<file path="config.mk">
export PLATFORM = sky130hd
export DESIGN_NAME = cvt_zoom_div
export DESIGN_NICKNAME = d
export VERILOG_FILES = /design/src/sv/cvt_pkg.sv /design/src/sv/cvt_zoom_div.sv
export SDC_FILE = /design/constraint.sdc
export NUM_CORES = 1
export LEC_CHECK = 0
export ABC_AREA = 1
export BUFFER_PORTS_ARGS = -buffer_cell sky130_fd_sc_hd__buf_2
export CORE_MARGIN = 1.5
export CORE_UTILIZATION = 59
export DETAILED_ROUTE_END_ITERATION = 8
export GPL_ROUTABILITY_DRIVEN = 0
export PLACE_DENSITY_LB_ADDON = 0.12
export RECOVER_POWER = 25
export SLEW_MARGIN = 20
export SYNTH_ARGS = -nofsm -noshare
export SYNTH_HDL_FRONTEND = slang
export SYNTH_SLANG_ARGS = --single-unit
</file>
<file path="constraint.sdc">
create_clock -name clock -period 3.54 [get_ports clock]
set_clock_uncertainty 0.05 [all_clocks]
set_input_delay 0.708 -clock clock [delete_from_list [all_inputs] [get_ports clock]]
set_output_delay 0.708 -clock clock [all_outputs]
set_load 0.05 [all_outputs]
</file>
<file path="src/sv/cvt_pkg.sv">
`default_nettype none
// ----------------------------------------------------------------------------
// cvt_pkg: shared types and constants of the camera view transform
// Field widths, command and register codes, zoom limits and saturation.
// ----------------------------------------------------------------------------
package cvt_pkg;

   localparam int unsigned COORD_W   = 32;
   localparam int unsigned ZOOM_W    = 12;
   localparam int unsigned TRIG_W    = 16;
   localparam int unsigned OFFS_W    = 29;
   localparam int unsigned DT_W      = 17;
   localparam int unsigned T_W       = DT_W + 3;      // 5 * dt, up to 655355
   localparam int unsigned CMD_W     = 2;
   localparam int unsigned CSR_IDX_W = 3;

   // shared multiplier operands and product
   localparam int unsigned MUL_A_W = 40;
   localparam int unsigned MUL_B_W = T_W + 1;         // unsigned T_W fits as signed
   localparam int unsigned PROD_W  = MUL_A_W + MUL_B_W;

   // width for the final add before saturation
   localparam int unsigned WIDE_W = 48;

   // zoom divider: numerator (point - offset) and signed quotient
   localparam int unsigned DIV_NUM_W = COORD_W + 1;
   localparam int unsigned QUO_W     = 38;

   localparam int FOLLOW_SPEED = 5;

   localparam logic [ZOOM_W-1:0] ZOOM_MIN   = 12'd26;
   localparam logic [ZOOM_W-1:0] ZOOM_MAX   = 12'd2560;
   localparam logic [ZOOM_W-1:0] ZOOM_RESET = 12'd256;
   localparam logic signed [TRIG_W-1:0] COS_RESET = 16'sd16384;

   // commands
   localparam logic [CMD_W-1:0] CMD_TICK = 2'd0;
   localparam logic [CMD_W-1:0] CMD_W2S  = 2'd1;
   localparam logic [CMD_W-1:0] CMD_S2W  = 2'd2;
   localparam logic [CMD_W-1:0] CMD_NONE = 2'd3;

   // register indexes
   localparam logic [CSR_IDX_W-1:0] REG_TARGET_X = 3'd0;
   localparam logic [CSR_IDX_W-1:0] REG_TARGET_Y = 3'd1;
   localparam logic [CSR_IDX_W-1:0] REG_ZOOM     = 3'd2;
   localparam logic [CSR_IDX_W-1:0] REG_COS      = 3'd3;
   localparam logic [CSR_IDX_W-1:0] REG_SIN      = 3'd4;
   localparam logic [CSR_IDX_W-1:0] REG_OFFSET_X = 3'd5;
   localparam logic [CSR_IDX_W-1:0] REG_OFFSET_Y = 3'd6;

   localparam logic signed [WIDE_W-1:0] SAT_HI = 48'sd2147483647;
   localparam logic signed [WIDE_W-1:0] SAT_LO = -48'sd2147483648;

   typedef struct packed {
      logic busy;
      logic done;
   } div_status_type;

   function automatic logic signed [COORD_W-1:0] sat32(input logic signed [WIDE_W-1:0] v);
      logic signed [COORD_W-1:0] r;
      if (v > SAT_HI) begin
         r = SAT_HI[COORD_W-1:0];
      end else if (v < SAT_LO) begin
         r = SAT_LO[COORD_W-1:0];
      end else begin
         r = v[COORD_W-1:0];
      end
      return r;
   endfunction

endpackage
`default_nettype wire

</file>
<file path="src/sv/cvt_zoom_div.sv">
`default_nettype none
// ----------------------------------------------------------------------------
// cvt_zoom_div: radix-2 divider for the screen-to-world zoom
// quotient = round(numer * 256 / zoom), halves away from zero, one bit a cycle.
// ----------------------------------------------------------------------------
module cvt_zoom_div (
   input  logic                                 clock,
   input  logic                                 reset,
   input  logic                                 start,
   input  logic signed [cvt_pkg::DIV_NUM_W-1:0] numer,
   input  logic        [cvt_pkg::ZOOM_W-1:0]    zoom,
   output logic signed [cvt_pkg::QUO_W-1:0]     quotient,
   output cvt_pkg::div_status_type              status
);
   import cvt_pkg::*;

   localparam int unsigned MAG_W = DIV_NUM_W - 1;
   localparam int unsigned DVD_W = MAG_W + 9;        // mag * 512 + zoom
   localparam int unsigned DVS_W = ZOOM_W + 1;       // 2 * zoom
   localparam int unsigned CNT_W = $clog2(DVD_W + 1);

   logic [DVS_W-1:0] rem_ff, rem_in;
   logic [DVS_W-1:0] dvs_ff, dvs_in;
   logic [DVD_W-1:0] quo_ff, quo_in;
   logic [CNT_W-1:0] cnt_ff, cnt_in;
   logic             busy_ff, busy_in;
   logic             done_ff, done_in;
   logic             neg_ff, neg_in;

   logic [MAG_W-1:0] mag;
   logic [DVS_W:0]   trial;
   logic             ge;

   always_comb begin
      mag   = '0;
      trial = {rem_ff, quo_ff[DVD_W-1]};
      ge    = (trial >= {1'b0, dvs_ff});

      rem_in  = rem_ff;
      dvs_in  = dvs_ff;
      quo_in  = quo_ff;
      cnt_in  = cnt_ff;
      busy_in = busy_ff;
      done_in = 1'b0;
      neg_in  = neg_ff;

      if (start) begin
         neg_in  = numer[DIV_NUM_W-1];
         mag     = numer[DIV_NUM_W-1] ? MAG_W'(-numer) : MAG_W'(numer);
         quo_in  = {mag, 9'b0} + DVD_W'(zoom);
         rem_in  = '0;
         dvs_in  = {zoom, 1'b0};
         cnt_in  = CNT_W'(DVD_W);
         busy_in = 1'b1;
      end else if (busy_ff) begin
         rem_in = ge ? DVS_W'(trial - {1'b0, dvs_ff}) : trial[DVS_W-1:0];
         quo_in = {quo_ff[DVD_W-2:0], ge};
         cnt_in = cnt_ff - 1'b1;
         if (cnt_ff == CNT_W'(1)) begin
            busy_in = 1'b0;
            done_in = 1'b1;
         end
      end
   end

   always_ff @(posedge clock) begin
      if (reset) begin
         busy_ff <= 1'b0;
         done_ff <= 1'b0;
         cnt_ff  <= '0;
      end else begin
         busy_ff <= busy_in;
         done_ff <= done_in;
         cnt_ff  <= cnt_in;
      end
      rem_ff <= rem_in;
      dvs_ff <= dvs_in;
      quo_ff <= quo_in;
      neg_ff <= neg_in;
   end

   // quotient is below 2^36, so the top bit of the slice is zero
   assign quotient = neg_ff ? -$signed(quo_ff[QUO_W-1:0]) : $signed(quo_ff[QUO_W-1:0]);
   assign status.busy = busy_ff;
   assign status.done = done_ff;

endmodule
`default_nettype wire
</file>
**Word level (Yosys, flattened, before mapping)**

Index checks and enable logic that the tools add are counted.

- Logic and storage cells: 30
- Output and inout bits: 40
- Input bits: 48
- Register bits: 75

- Bitwise logic cells: 1
- Order comparisons: 1
- Mux-type cells: 11
- Reduce and logical (&&, ||, !) cells: 3
- Eq/ne operators: 1
- Add/subtract/negate cells: 5

Operators by type and width:

| cell | number |
|---|---|
| 41-bit 2-to-1 mux | 2 |
| 41-bit by 12-bit adder with 41-bit output | 1 |
| 38-bit 2-to-1 mux | 1 |
| 38-bit negator | 1 |
| 32-bit 2-to-1 mux | 1 |
| 32-bit negator | 1 |
| 14-bit by 13-bit greater-or-equal comparator with 1-bit output | 1 |
| 13-bit 2-to-1 mux | 1 |
| 13-bit subtractor | 1 |
| 6-bit 2-to-1 mux | 2 |
| 6-bit by 1-bit equality test with 1-bit output, second input constant | 1 |
| 6-bit by 1-bit subtractor with 6-bit output, second input constant | 1 |
| 1-bit 2-to-1 mux | 4 |
| 3-bit OR reduction | 1 |
| 2-bit nonzero test | 1 |
| 2-bit OR reduction | 1 |
| 1-bit inverter | 1 |

**Longest topological paths before layout**

- Depth in word-level cells: 4
- Depth in mapped cells: 19
- Depth with buffers taken out: 18

**Worst setup path after synthesis**

Ideal clock, no wire load.

- Kind: flip-flop to output port
- From: reg quo_ff[0]
- To: out quotient[34] (netlist bit)
- Path slack: 0.399 ns
- Arrival time: 2.383 ns
- Buffers on the path: 0
- Stages on the path, launching flop included: 11
- Required time: 2.782 ns
- Cell sequence: edfxtp_1 > inv_1 > ha_1 > nand2_1 > nor2_1 > nand2_1 > o21ai_2 > o21ai_1 > a21oi_1 > o21ai_0 > xor2_1

- Cells in the longest elaborated chain, start to end: 2

Ends and longest elaborated chain:

| element | RTL line | text |
|---|---|---|
| start: declaration | cvt_zoom_div.sv:24 | `logic [DVD_W-1:0] quo_ff, quo_in;` |
| start signal: assignment | cvt_zoom_div.sv:78 | `quo_ff <= quo_in;` |
| 38-bit negator | cvt_zoom_div.sv:83 | `assign quotient = neg_ff ? -$signed(quo_ff[QUO_W-1:0]) : $signed(quo_ff[QUO_W-1:0]);` |
| 38-bit 2-to-1 mux | cvt_zoom_div.sv:83 |  |
| end: declaration | cvt_zoom_div.sv:12 | `output logic signed [cvt_pkg::QUO_W-1:0] quotient,` |

Every way passes these cells.

**Worst setup path after layout**

- From: reg quo_ff[0]
- To: out quotient[21] (netlist bit)

Same word-level chain as after synthesis.

==> flow_metrics.py <==
metrics = {
    "finish": {
        "layout-drive-gt1-share_pct": 17.6,
        "final_nets": 1072,
        "antenna_cells": 0,
        "postLayoutCoreUtil_pct": 67.0,
        "area_growth_syn_to_layout_pct": 11.2,
    },
    "setup_path": {
        "r2r-start": "dvs_ff[9]",
        "critPathKind": "reg2out",
        "arrival_ps": 2600,
        "endpoint_kind": "primary output",
        "critPathMaxFanout": 4,
        "critPathLaunchType": "flop",
        "crit_required_ps": 2780,
        "crit_path_start": "quo_ff[0]",
    },
    "pwr": {
        "powerDensity_nw_per_um2": 370,
        "power_mw": 2.67,
        "leakage_nw": 3.35,
        "peakVddDrop_mv": 0.226,
    },
    "timing": {
        "period_minus_slack_ps": 3360,
        "finalCritPeriodShare_pct": 95.0,
        "hold_viol": 0,
        "finalMaxSlewViolations": 0,
        "setup_viol": 0,
        "setup_tns_ps": 0,
        "tightest_slew_ps": 1010,
        "clock.fmax_mhz": 297,
        "max_slew_margin_pct": 32.4,
    },
    "synth": {
        "yosys-top-cells-count": "nand2_1, inv_1, nor2_1",
        "yosysUniqueCellTypes": 47,
        "ys_ff_latch": 75,
        "syn_area_um2": 6500,
        "yosysWarnings": 0,
        "syn_inst": 921,
        "yosysMostFrequentCell": "nand2_1",
        "synth_fp_nets": 990,
        "ys_seq_area_share_pct": 31.4,
        "synth_area_per_cell_um2": 7.06,
        "synth_top_area_share_pct": 24.9,
        "synthTopCellsByArea": "edfxtp_1, nand2_1, inv_1, xor2_1, dfxtp_1",
        "ys.flop_type": "edfxtp_1",
        "async_flop_share_pct": 0,
        "synth_edf_count": 54,
        "synth_largest_area_cell": "edfxtp_1",
    },
    "route": {
        "post-route-drc-count": 0,
        "wl_met3_um": 635,
        "vias_per_cell": 5.31,
        "firstDrtPassIters": 5,
        "ant_nets": 0,
        "vias": 6098,
        "routed_wl_mm": 15.2,
        "wl_met1_mm": 6.83,
        "wl_per_cell_um": 13.2,
        "wl_met2_mm": 7.34,
        "drtIter0Drc": 406,
        "top_layer_used": "met4",
    },
    "placement": {
        "hpwl_mm": 11.9,
        "io_buffers": 87,
    },
    "clocking": {
        "cts_tree": "built",
        "cts_max_path_buffers": 2,
        "hold_buffers": 0,
        "cts.htree.levels": 3,
        "clock-sinks": 75,
        "clock_latency_ps": 350,
        "cts_root_buffer": "clkbuf_8",
        "cts.clk_slew.worst_paths_ps": 80,
        "numCtsBuffers": 9,
    },
    "floorplanning": {
        "die_w_um": 108,
        "die_area_um2": 11700,
        "core.rowCount": 38,
        "io_pins": 88,
        "initial_core_util_pct": 60.3,
        "core_um2": 10800,
        "die-height_um": 108,
    },
    "grt": {
        "first_global_vias": 5621,
        "grt_max_degree": 52,
        "grt.overflow.total": 0,
        "grt_pass1_wl_mm": 25.4,
        "grt.total_usage_pct": 27.3,
        "antenna_found_initial": 0,
    },
    "run": {
        "cap_violations": 0,
    },
    "run_status": {
        "status": "completed",
    },
    "min_path": {
        "min_path_type": "reg2reg",
        "min_from": "rem_ff[9]",
    },
}
-- routing by layer --
layer,vias up,track usage [%]
li1,3177,-
met1,2737,35.3
met2,158,46.2
met3,26,4.16
met4,0,10.2
met5,-,0
-- worst max-delay path: stages (launching register included) --
cell      delay, ps
edfxtp_1        430
nor3_2          230
nand4_1         140
nor2_1          150
nand3_1         180
nor3_4          230
nand2_1         110
o31ai_1         280
xnor2_1         230
buf_4           260
-- power by group --
part	internal [mW]	switching, mW
sequential	1.04	0.0680
combinational	0.266	0.728
clock	0.251	0.324
-- sequential cells by signal, indices dropped and copies added (netlist names) --
name and flops:
cnt_ff 6, done_ff 1, busy_ff 1, quo_ff 41
dvs_ff 12, rem_ff 13, neg_ff 1
-- cells by family after synthesis --
group	Yosys count	synth area share [%]
compound gates	131	11.0
xor+xnor	65	9.04
fa+ha+maj	21	4.27
buf+inv	149	9.06
flops	75	31.4
simple gates	480	35.2
-- cells in the final DEF (no fill, tap or decap), types with 4 or more instances in the layout --
| cell | netlist | final |
|---|---|---|
| nand2_1 | 231 | 230 |
| inv_1 | 115 | 114 |
| nor2_1 | 76 | 75 |
| nand3_1 | 72 | 72 |
| buf_2 | 6 | 72 |
| o21ai_0 | 69 | 69 |
| edfxtp_1 | 54 | 54 |
| xor2_1 | 49 | 49 |
| a21oi_1 | 26 | 25 |
| nand2_2 | 22 | 23 |
| dfxtp_1 | 21 | 21 |
| ha_1 | 19 | 19 |
| nand4_1 | 18 | 18 |
| xnor2_1 | 15 | 15 |
| clkbuf_1 | 15 | 15 |
| nor2_2 | 12 | 13 |
| nor3_1 | 11 | 11 |
| buf_4 | 4 | 11 |
| o21ai_1 | 10 | 10 |
| clkbuf_8 | 0 | 9 |
| nor2_4 | 8 | 8 |
| inv_2 | 6 | 7 |
| a31oi_1 | 6 | 6 |
| nand2_4 | 5 | 5 |
| o31ai_1 | 6 | 5 |
| nand3_2 | 4 | 4 |
| or2_2 | 4 | 4 |
| nor4_1 | 4 | 4 |
| o211ai_1 | 4 | 4 |
-- area by class of cell --
type | instances | area, um^2
well taps | 140 | 175
flip-flops and latches | 75 | 2040
fillers | 979 | 3560
clock inverters | 5 | 30.0
clock buffers | 11 | 131
multi-input cells | 697 | 3890
repair buffers | 97 | 497
inverters | 123 | 462
-- timing repair --
item	in CTS	in global routing
pin swaps	1	1
resized for setup	2	7
endpoints found under the setup margin	3	10
setup buffers	1	2
-- per-stage QoR --
step	instances	setup slack (ps)	area (um^2)	hold WS [ps]
finish	1148	178	7230	433
global placement	1129	306	7040	414
floorplan	921	399	6500	396
CTS	1146	18.2	7210	431
global route	1148	-13.0	7230	460
detailed placement	1129	268	7040	419
-- worst paths after layout --
check | endpoint | slack, ps | cells after the start
max | quotient[21] | 180 | 9
min | rem_ff[9] | 430 | 2
max reg2reg | rem_ff[10] | 770 | 8
min reg2reg | rem_ff[9] | 430 | 2
Power figures use the tool's default switching activity.
